## config.mk

```make
export PLATFORM = sky130hd
export DESIGN_NAME = tagged_echo_fragment_tracker
export DESIGN_NICKNAME = d
export VERILOG_FILES = /design/src/rtl/core/tefr_pkg.sv /design/src/rtl/core/tefr_ram.sv /design/src/rtl/core/tefr_filter.sv /design/src/rtl/core/tefr_div.sv /design/src/rtl/core/tagged_echo_fragment_tracker.sv
export SDC_FILE = /design/constraint.sdc
export NUM_CORES = 2
export LEC_CHECK = 0
export ABC_AREA = 1
export BUFFER_PORTS_ARGS = -buffer_cell sky130_fd_sc_hd__buf_2
export CAP_MARGIN = 10
export CORE_MARGIN = 5
export CORE_UTILIZATION = 45
export DETAILED_ROUTE_END_ITERATION = 8
export HOLD_SLACK_MARGIN = 0.15
export PLACE_DENSITY = 0.74
export SETUP_SLACK_MARGIN = 0.02
export SLEW_MARGIN = 20
export SYNTH_ARGS = -nofsm -noshare
export SYNTH_HDL_FRONTEND = slang
export SYNTH_SLANG_ARGS = --single-unit
```

## constraint.sdc

```tcl
create_clock -name clk -period 6.6 [get_ports clk]
set_clock_uncertainty 0.1 [all_clocks]
set_input_delay 0.33 -clock clk [delete_from_list [all_inputs] [get_ports clk]]
set_output_delay 0.33 -clock clk [all_outputs]
set_load 0.05 [all_outputs]
```

## src/rtl/core/tefr_pkg.sv

```systemverilog
`default_nettype none
// ----------------------------------------------------------------------------
// tefr_pkg
// Shared types, constants and codes of the tagged echo fragment tracker.
// ----------------------------------------------------------------------------
package tefr_pkg;

  localparam int MAX_CHUNKS      = 1024;
  localparam int CHUNK_MAX_BYTES = 1468;

  // Seen-chunk bitmap, packed into rows of ROW_W flags
  localparam int ROW_W  = 32;
  localparam int BIT_AW = $clog2(ROW_W);
  localparam int ROWS   = (MAX_CHUNKS + ROW_W - 1) / ROW_W;
  localparam int ROW_AW = (ROWS > 1) ? $clog2(ROWS) : 1;

  localparam int CNT_W  = $clog2(MAX_CHUNKS + 1);
  localparam int EXP_W  = $clog2(MAX_CHUNKS * CHUNK_MAX_BYTES + 1);
  localparam int W_W    = 11;
  localparam int SEQ_W  = 16;
  localparam int LEN_W  = 16;
  localparam int SUM_W  = ((EXP_W > LEN_W) ? EXP_W : LEN_W) + 1;
  localparam int PROD_W = SEQ_W + W_W;

  // Ceiling division: 33-bit dividend, one quotient bit per cycle
  localparam int DIV_W  = 33;
  localparam int DIV_CW = $clog2(DIV_W);

  localparam logic [LEN_W-1:0] HDR_OVERHEAD  = 16'd32;
  localparam logic [W_W-1:0]   CHUNK_MAX_W   = 11'd1468;
  localparam logic [31:0]      TAG_RESET     = 32'h52513437;
  localparam logic [W_W-1:0]   CHUNK_W_RESET = 11'd996;

  localparam int CFG_IW = 2;
  typedef enum logic [CFG_IW-1:0] {
    CFG_OWN_ID      = 2'd0,
    CFG_TAG_VALUE   = 2'd1,
    CFG_CHUNK_BYTES = 2'd2
  } cfg_idx_t;

  typedef enum logic [3:0] {
    V_SHORT     = 4'd0,
    V_NOT_REPLY = 4'd1,
    V_WRONG_ID  = 4'd2,
    V_WRONG_TAG = 4'd3,
    V_SIZE_SET  = 4'd4,
    V_SIZE_BIG  = 4'd5,
    V_RANGE     = 4'd6,
    V_DUP       = 4'd7,
    V_STORED    = 4'd8
  } verdict_t;

  typedef struct packed {
    logic [7:0]       icmp_type;
    logic [7:0]       icmp_code;
    logic [15:0]      icmp_id;
    logic [31:0]      tag_word;
    logic [SEQ_W-1:0] seq;
    logic [31:0]      size_word;
    logic [LEN_W-1:0] packet_length;
  } in_t;

  typedef struct packed {
    verdict_t    verdict;
    logic [20:0] write_offset;
    logic [15:0] copy_len;
    logic [10:0] chunks_received;
    logic [10:0] chunks_expected;
    logic        complete;
  } out_t;

  typedef struct packed {
    logic     pass;
    verdict_t verdict;
  } filt_t;

  typedef struct packed {
    logic             done;
    logic             too_big;
    logic [CNT_W-1:0] quot;
  } div_res_t;

endpackage
`default_nettype wire

```

## src/rtl/core/tefr_ram.sv

```systemverilog
`default_nettype none
// ----------------------------------------------------------------------------
// tefr_ram
// Generic single-write, single-read synchronous RAM with registered read.
// ----------------------------------------------------------------------------
module tefr_ram #(
  parameter int WIDTH = 32,
  parameter int DEPTH = 32
) (
  input  wire logic                                    clk,
  input  wire logic                                    we,
  input  wire logic [((DEPTH > 1) ? $clog2(DEPTH) : 1)-1:0] waddr,
  input  wire logic [WIDTH-1:0]                        wdata,
  input  wire logic [((DEPTH > 1) ? $clog2(DEPTH) : 1)-1:0] raddr,
  output logic      [WIDTH-1:0]                        rdata
);

  logic [WIDTH-1:0] mem [DEPTH];

  always_ff @(posedge clk) begin
    if (we) begin
      mem[waddr] <= wdata;
    end
    rdata <= mem[raddr];
  end

endmodule
`default_nettype wire

```

## src/rtl/core/tefr_filter.sv

```systemverilog
`default_nettype none
// ----------------------------------------------------------------------------
// tefr_filter
// Header filter: length, reply type and code, identifier, tag, in that order.
// ----------------------------------------------------------------------------
module tefr_filter (
  input  wire tefr_pkg::in_t item,
  input  wire logic [15:0]   own_id,
  input  wire logic [31:0]   tag_value,
  output tefr_pkg::filt_t    filt
);
  import tefr_pkg::*;

  always_comb begin
    filt.pass    = 1'b0;
    filt.verdict = V_STORED;
    if (item.packet_length < HDR_OVERHEAD) begin
      filt.verdict = V_SHORT;
    end else if (item.icmp_type != 8'd0 || item.icmp_code != 8'd0) begin
      filt.verdict = V_NOT_REPLY;
    end else if (item.icmp_id != own_id) begin
      filt.verdict = V_WRONG_ID;
    end else if (item.tag_word != tag_value) begin
      filt.verdict = V_WRONG_TAG;
    end else begin
      filt.pass = 1'b1;
    end
  end

endmodule
`default_nettype wire

```

## src/rtl/core/tefr_div.sv

```systemverilog
`default_nettype none
// ----------------------------------------------------------------------------
// tefr_div
// Restoring divider for the chunk count: ceil(size / width), one bit a cycle.
// ----------------------------------------------------------------------------
module tefr_div (
  input  wire logic                       clk,
  input  wire logic                       rst_n,
  input  wire logic                       go,
  input  wire logic [31:0]                size,
  input  wire logic [tefr_pkg::W_W-1:0]   width,
  output tefr_pkg::div_res_t              res
);
  import tefr_pkg::*;

  logic              run_r,  run_nxt;
  logic              done_r, done_nxt;
  logic [DIV_CW-1:0] cnt_r,  cnt_nxt;
  logic [W_W-1:0]    rem_r,  rem_nxt;
  logic [DIV_W-1:0]  dvd_r,  dvd_nxt;
  logic [W_W:0]      trial;
  logic              ge;

  assign trial = {rem_r, dvd_r[DIV_W-1]};
  assign ge    = trial >= {1'b0, width};

  always_comb begin
    run_nxt  = run_r;
    done_nxt = 1'b0;
    cnt_nxt  = cnt_r;
    rem_nxt  = rem_r;
    dvd_nxt  = dvd_r;
    if (go) begin
      // Bias the dividend so the quotient rounds up
      dvd_nxt = DIV_W'(size) + DIV_W'(width) - DIV_W'(1);
      rem_nxt = '0;
      cnt_nxt = '0;
      run_nxt = 1'b1;
    end else if (run_r) begin
      rem_nxt = ge ? W_W'(trial - {1'b0, width}) : trial[W_W-1:0];
      dvd_nxt = {dvd_r[DIV_W-2:0], ge};
      cnt_nxt = cnt_r + DIV_CW'(1);
      if (cnt_r == DIV_CW'(DIV_W - 1)) begin
        run_nxt  = 1'b0;
        done_nxt = 1'b1;
      end
    end
  end

  always_ff @(posedge clk) begin
    if (!rst_n) begin
      run_r  <= 1'b0;
      done_r <= 1'b0;
      cnt_r  <= '0;
    end else begin
      run_r  <= run_nxt;
      done_r <= done_nxt;
      cnt_r  <= cnt_nxt;
    end
    rem_r <= rem_nxt;
    dvd_r <= dvd_nxt;
  end

  assign res.done    = done_r;
  assign res.too_big = dvd_r > DIV_W'(MAX_CHUNKS);
  assign res.quot    = dvd_r[CNT_W-1:0];

endmodule
`default_nettype wire

```

## src/rtl/core/tagged_echo_fragment_tracker.sv

```systemverilog
`default_nettype none
// ----------------------------------------------------------------------------
// tagged_echo_fragment_tracker
// Filters echo reply headers and tracks reassembly of tagged data chunks.
// ----------------------------------------------------------------------------
// Result path: a rejected header or an out-of-range chunk yields its result
//   strobe from EVAL, a data chunk from CHECK (bitmap row read, then write
//   back), and a size packet from DIV once the 33-step divider is done.
// Throughput: one item at a time; busy stays high until the result is issued,
//   plus the clearing of all ROWS (32) bitmap rows after an accepted size packet.
// Reset: synchronous; after rst_n rises all ROWS bitmap rows are cleared, busy
//   high. The receiver cannot stall: each result is on the ports for one cycle.
module tagged_echo_fragment_tracker (
  input  wire logic                           clk,
  input  wire logic                           rst_n,
  input  wire logic                           start,
  output logic                                busy,
  input  wire tefr_pkg::in_t                  in_data,
  output logic                                out_strobe,
  output tefr_pkg::out_t                      out_result,
  input  wire logic                           cfg_valid,
  output logic                                cfg_ready,
  input  wire logic [tefr_pkg::CFG_IW-1:0]    cfg_index,
  input  wire logic [31:0]                    cfg_data
);
  import tefr_pkg::*;

  typedef enum logic [4:0] {
    ST_CLEAR = 5'b00001,
    ST_IDLE  = 5'b00010,
    ST_EVAL  = 5'b00100,
    ST_DIV   = 5'b01000,
    ST_CHECK = 5'b10000
  } state_t;

  state_t           state_r, state_nxt;
  in_t              in_r;
  logic [15:0]      own_id_r;
  logic [31:0]      tag_r;
  logic [W_W-1:0]   cdb_r;
  logic [EXP_W-1:0] exp_bytes_r,  exp_bytes_nxt;
  logic [CNT_W-1:0] exp_chunks_r, exp_chunks_nxt;
  logic [CNT_W-1:0] stored_r,     stored_nxt;
  logic [ROW_AW-1:0] clr_row_r,   clr_row_nxt;
  logic [EXP_W-1:0] ofs_r,        ofs_nxt;
  logic             out_strobe_r, out_strobe_nxt;
  out_t             out_r,        out_nxt;

  logic [W_W-1:0]   width;
  filt_t            filt;
  div_res_t         div_res;
  logic             div_go;
  logic             accept;

  logic [SEQ_W-1:0]  idx;
  logic [ROW_AW-1:0] row;
  logic [BIT_AW-1:0] bit_sel;
  logic [PROD_W-1:0] prod;
  logic              ram_we;
  logic [ROW_AW-1:0] ram_waddr;
  logic [ROW_W-1:0]  ram_wdata;
  logic [ROW_W-1:0]  ram_rdata;

  logic             emit;
  verdict_t         emit_verdict;
  logic [EXP_W-1:0] emit_ofs;
  logic [15:0]      emit_copy;
  logic             emit_done;
  logic [SUM_W-1:0] copy_raw;
  logic [SUM_W-1:0] ofs_ext;
  logic [SUM_W-1:0] exp_ext;

  assign accept    = start && !busy;
  assign busy      = state_r != ST_IDLE;
  assign cfg_ready = 1'b1;

  // Clamp the chunk width into 1..CHUNK_MAX_BYTES
  always_comb begin
    width = cdb_r;
    if (cdb_r == '0) begin
      width = W_W'(1);
    end else if (cdb_r > CHUNK_MAX_W) begin
      width = CHUNK_MAX_W;
    end
  end

  tefr_filter u_filter (
    .item      (in_r),
    .own_id    (own_id_r),
    .tag_value (tag_r),
    .filt      (filt)
  );

  tefr_div u_div (
    .clk   (clk),
    .rst_n (rst_n),
    .go    (div_go),
    .size  (in_r.size_word),
    .width (width),
    .res   (div_res)
  );

  assign idx     = in_r.seq - SEQ_W'(1);
  assign row     = idx[BIT_AW +: ROW_AW];
  assign bit_sel = idx[BIT_AW-1:0];
  assign prod    = PROD_W'(idx) * PROD_W'(width);

  // Read address follows the held item; the row written back in CHECK is
  // never read before the next item's EVAL, so no forwarding is needed
  tefr_ram #(
    .WIDTH (ROW_W),
    .DEPTH (ROWS)
  ) u_bitmap (
    .clk   (clk),
    .we    (ram_we),
    .waddr (ram_waddr),
    .wdata (ram_wdata),
    .raddr (row),
    .rdata (ram_rdata)
  );

  assign copy_raw = SUM_W'(in_r.packet_length - HDR_OVERHEAD);
  assign ofs_ext  = SUM_W'(ofs_r);
  assign exp_ext  = SUM_W'(exp_bytes_r);

  always_comb begin
    state_nxt      = state_r;
    exp_bytes_nxt  = exp_bytes_r;
    exp_chunks_nxt = exp_chunks_r;
    stored_nxt     = stored_r;
    clr_row_nxt    = clr_row_r;
    ofs_nxt        = ofs_r;
    div_go         = 1'b0;
    ram_we         = 1'b0;
    ram_waddr      = row;
    ram_wdata      = ram_rdata;
    emit           = 1'b0;
    emit_verdict   = V_SHORT;
    emit_ofs       = '0;
    emit_copy      = '0;
    emit_done      = 1'b0;

    case (state_r)
      ST_CLEAR: begin
        ram_we    = 1'b1;
        ram_waddr = clr_row_r;
        ram_wdata = '0;
        clr_row_nxt = clr_row_r + ROW_AW'(1);
        if (clr_row_r == ROW_AW'(ROWS - 1)) begin
          state_nxt = ST_IDLE;
        end
      end
      ST_IDLE: begin
        if (accept) begin
          state_nxt = ST_EVAL;
        end
      end
      ST_EVAL: begin
        if (!filt.pass) begin
          emit         = 1'b1;
          emit_verdict = filt.verdict;
          state_nxt    = ST_IDLE;
        end else if (in_r.seq == '0) begin
          div_go    = 1'b1;
          state_nxt = ST_DIV;
        end else if ((32'(in_r.seq) > 32'(exp_chunks_r)) ||
                     (32'(in_r.seq) > 32'(MAX_CHUNKS))) begin
          emit         = 1'b1;
          emit_verdict = V_RANGE;
          state_nxt    = ST_IDLE;
        end else begin
          ofs_nxt   = prod[EXP_W-1:0];
          state_nxt = ST_CHECK;
        end
      end
      ST_DIV: begin
        if (div_res.done) begin
          emit = 1'b1;
          if (div_res.too_big) begin
            emit_verdict = V_SIZE_BIG;
            state_nxt    = ST_IDLE;
          end else begin
            emit_verdict   = V_SIZE_SET;
            exp_bytes_nxt  = in_r.size_word[EXP_W-1:0];
            exp_chunks_nxt = div_res.quot;
            stored_nxt     = '0;
            clr_row_nxt    = '0;
            state_nxt      = ST_CLEAR;
          end
        end
      end
      ST_CHECK: begin
        emit      = 1'b1;
        state_nxt = ST_IDLE;
        if (ram_rdata[bit_sel]) begin
          emit_verdict = V_DUP;
        end else begin
          // Mark the chunk and write the row back
          ram_we       = 1'b1;
          ram_wdata    = ram_rdata | (ROW_W'(1) << bit_sel);
          stored_nxt   = stored_r + CNT_W'(1);
          emit_verdict = V_STORED;
          emit_ofs     = ofs_r;
          emit_done    = stored_nxt == exp_chunks_r;
          if (ofs_ext >= exp_ext) begin
            emit_copy = '0;
          end else if (ofs_ext + copy_raw > exp_ext) begin
            emit_copy = 16'(exp_ext - ofs_ext);
          end else begin
            emit_copy = 16'(copy_raw);
          end
        end
      end
      default: begin
        state_nxt = ST_IDLE;
      end
    endcase

    out_strobe_nxt          = emit;
    out_nxt.verdict         = emit_verdict;
    out_nxt.write_offset    = 21'(emit_ofs);
    out_nxt.copy_len        = emit_copy;
    out_nxt.chunks_received = 11'(stored_nxt);
    out_nxt.chunks_expected = 11'(exp_chunks_nxt);
    out_nxt.complete        = emit_done;
  end

  always_ff @(posedge clk) begin
    if (!rst_n) begin
      state_r      <= ST_CLEAR;
      exp_bytes_r  <= '0;
      exp_chunks_r <= '0;
      stored_r     <= '0;
      clr_row_r    <= '0;
      out_strobe_r <= 1'b0;
    end else begin
      state_r      <= state_nxt;
      exp_bytes_r  <= exp_bytes_nxt;
      exp_chunks_r <= exp_chunks_nxt;
      stored_r     <= stored_nxt;
      clr_row_r    <= clr_row_nxt;
      out_strobe_r <= out_strobe_nxt;
    end
    if (accept) begin
      in_r <= in_data;
    end
    ofs_r <= ofs_nxt;
    out_r <= out_nxt;
  end

  // Configuration beat
  always_ff @(posedge clk) begin
    if (!rst_n) begin
      own_id_r <= '0;
      tag_r    <= TAG_RESET;
      cdb_r    <= CHUNK_W_RESET;
    end else if (cfg_valid && cfg_ready) begin
      case (cfg_idx_t'(cfg_index))
        CFG_OWN_ID:      own_id_r <= cfg_data[15:0];
        CFG_TAG_VALUE:   tag_r    <= cfg_data;
        CFG_CHUNK_BYTES: cdb_r    <= cfg_data[W_W-1:0];
        default: begin
        end
      endcase
    end
  end

  assign out_strobe = out_strobe_r;
  assign out_result = out_r;

  a_strobe_gap: assert property (@(posedge clk) disable iff (!rst_n)
    out_strobe |=> !out_strobe)
    else $error("result strobe on two cycles in a row");

  a_count_bound: assert property (@(posedge clk) disable iff (!rst_n)
    stored_r <= exp_chunks_r)
    else $error("stored chunk count above expected count");

  a_complete_stored: assert property (@(posedge clk) disable iff (!rst_n)
    (out_strobe && out_result.complete) |-> (out_result.verdict == V_STORED))
    else $error("completion flagged on a chunk that was not stored");

  a_reject_fast: assert property (@(posedge clk) disable iff (!rst_n)
    (state_r == ST_EVAL && !filt.pass) |=> (out_strobe && busy == 1'b0))
    else $error("rejected header did not yield a result next cycle");

endmodule
`default_nettype wire
```

==> flow_summary.toml <==
[outcome]
status = "complete, no violations"

[layout]
most-common-layout-cells = "edfxtp_1, nor2_1, o21ai_0"
drive_gt1_share_pct = 10.4
final_net_count = 6945
multi_input_area_um2 = 22200
seqCellArea_um2 = 40800
syn_to_final_growth_pct = 18.0
final_common_cell = "edfxtp_1"
fillerInstances = 11900
finalNonFillerCells = 8514

[timing]
finalHoldViolations = 0
finalCritPeriodShare_pct = 93.3
worst_pin_slew_ps = 1300
drv_slew = 0
rsz0062_at_grt = "false"
setup-tns-final_ps = 0
holdWs_ps = 177
relSlewSlack_pct = 13.5
fmax_mhz = 162
setup_viol = 0
min_period_ps = 6160

[clocking]
cts_htree_levels = 4
post_cts_buffers = 0
cts_tree = "done"
clockBufferDepth = 3
clk_latency_ps = 810
clkSinkCount = 1434
cts_made_buffers = 148
cts-root-buf = "clkbuf_16"
clk_pin_slew_ps = 60

[power_and_ir_drop]
cellLeakagePower_nw = 29.3
power_density_nw_per_um2 = 285
peakVddDrop_mv = 0.236

[global_routing]
track_usage_pct = 24.6
gr-total-overflow = 0
first_global_vias = 48900
grt_first_pass_wirelength_um = 290000
antenna_found_initial = 6
grt_max_degree = 231

[route]
vias = 49300
drt_iter0_drc = 5427
drtAntennaViolNets = 0
routedWlPerCell_um = 22.9
drt-total-wl_um = 195000
drc = 0
dr.pass1.iters = 6
vias_per_cell = 5.78

[yosys]
synth-simple-area-share_pct = 11.8
synth_top_family_by_area = "compound AO/OA/AOI/OAI gates"
synth_flop_cell = "edfxtp_1"
synth_edf_count = 1206
syn_nets = 6448
synth_xor_area_share_pct = 1.87
ys_ff_latch = 1434
seq_area_frac_synth_pct = 61.9
avgSynthCellArea_um2 = 11.0
synth_cells = 5971
synth.top_cell.area_share_pct = 55.0
yosys-top-cells-area = "edfxtp_1, dfxtp_1, o21ai_0"
synth_compound_area_share_pct = 12.1
yosys.area.top_type = "edfxtp_1"
yosys.cell_types.count = 54
synthAdderAreaFrac_pct = 7.23
synth_area_um2 = 65900
yosysWarningCount = 0
async_flop_share_pct = 0
yosys-mux-area-fraction_pct = 0

[placement]
io_buffers = 231
place_congestion = 0.921
dp_cells = 7945
dpl.hpwl_um = 114000

[die]
dieHeight_um = 393
core_um2 = 146000
die_area_um2 = 154000
initial_utilization_pct = 45.3
row_count = 140
io_pins = 233
die_w_um = 393

[worst_setup_path]
cp_max_fo = 7
crit_type = "reg -> reg"
end_kind = "register"
cpMaxStageDelayCell = "fa_1"
max_stage_delay_ps = 550
arrival_ps = 6600
worst_ep_required_time_ps = 7030
rrSetupSlack_ps = 440
start_kind = "register"

[run]
cap_violations = 0

[hold_path]
hold_class = "in -> reg"
## flip-flops by register name, summed over array words and instances, names as in the netlist, 16 cells and up
signal,cells
u_bitmap.mem,1024
in_r,128
out_result,64
u_div.dvd_r,33
tag_r,32
u_bitmap.rdata,32
exp_bytes_r,21
ofs_r,21
own_id_r,16
## Yosys cell counts (116+ instances only)
| library cell | instances |
|---|---|
| edfxtp_1 | 1206 |
| nor2_1 | 849 |
| o21ai_0 | 694 |
| nand2_1 | 664 |
| inv_1 | 547 |
| nand3_1 | 263 |
| o221ai_1 | 259 |
| dfxtp_1 | 228 |
| a21oi_1 | 209 |
| ha_1 | 195 |
| clkbuf_1 | 187 |
| fa_1 | 116 |
## critical path, delay by kind of cell, from the launching register on
kind / cells / cell delay, ps
buffers and inverters: 8 / 650
DFF: 1 / 390
adders and majority gates: 6 / 2780
and+or+nand+nor: 13 / 1700
AOI/OAI and AO/OA: 1 / 310
## layout make-up
type / instances / share of cell area (%)
diodes: 4 / 0.0129
clock buffers: 198 / 5.22
clock inverters: 77 / 1.28
inverters: 561 / 2.74
multi-input cells: 3677 / 28.5
flip-flops and latches: 1434 / 52.4
well taps: 1917 / 3.08
repair buffers: 646 / 6.70
## per-layer routing
metal | track usage, % | vias to the layer above | share of wire [%]
met5 | 0 | - | 0.0062
met4 | 10.4 | 2 | 4.2
met3 | 4.48 | 525 | 9.5
met2 | 40.5 | 2708 | 47
met1 | 32.2 | 24000 | 39
li1 | - | 22000 | -
## final timing paths
check | start | to | cells past startpoint
worst max-delay path | in_r[49] | ofs_r[20] | 28
worst min-delay path | in_data[78] | in_r[78] | 2
worst max register to register | in_r[49] | ofs_r[20] | 28
worst min register to register | u_div.rem_r[10] | u_div.rem_r[10] | 2
## logic make-up (layout without fill, tap and decap cells)
kind of cell,after synthesis,count (layout)
XOR/XNOR,138,138
adder cells (fa/ha/maj),311,311
other,1,5
flip-flops,1434,1434
AO/OA/AOI/OAI,1331,1331
buffers and inverters,860,1482
AND/OR/NAND/NOR,1896,1896
## through the flow
step / util, % / setup slack (ps) / area, µm² / total power (W)
2_1_floorplan: - / 416 / 65900 / 0.0126
3_3_place_gp: 47.9 / 390 / 69700 / 0.0135
3_5_place_dp: 47.9 / 385 / 69700 / 0.0136
4_1_cts: 53.4 / 370 / 77700 / 0.0222
5_1_grt: 53.4 / 40.0 / 77800 / 0.0230
6_report: 53.4 / 439 / 77800 / 0.0221
## report_power, final
part | total, W | leakage, nW | switching, W | internal [W]
clock network | 0.00854 | 2.42 | 0.00369 | 0.00485
logic | 0.00312 | 13.9 | 0.00201 | 0.00110
registers | 0.0105 | 13.0 | 0.0000935 | 0.0104
## what timing repair did
action	in CTS	in global routing
endpoints found under the setup margin	0	4
gates resized for setup	0	6
hold buffers	290	0
endpoints found under the hold margin	222	0
Power figures use the tool's default switching activity.
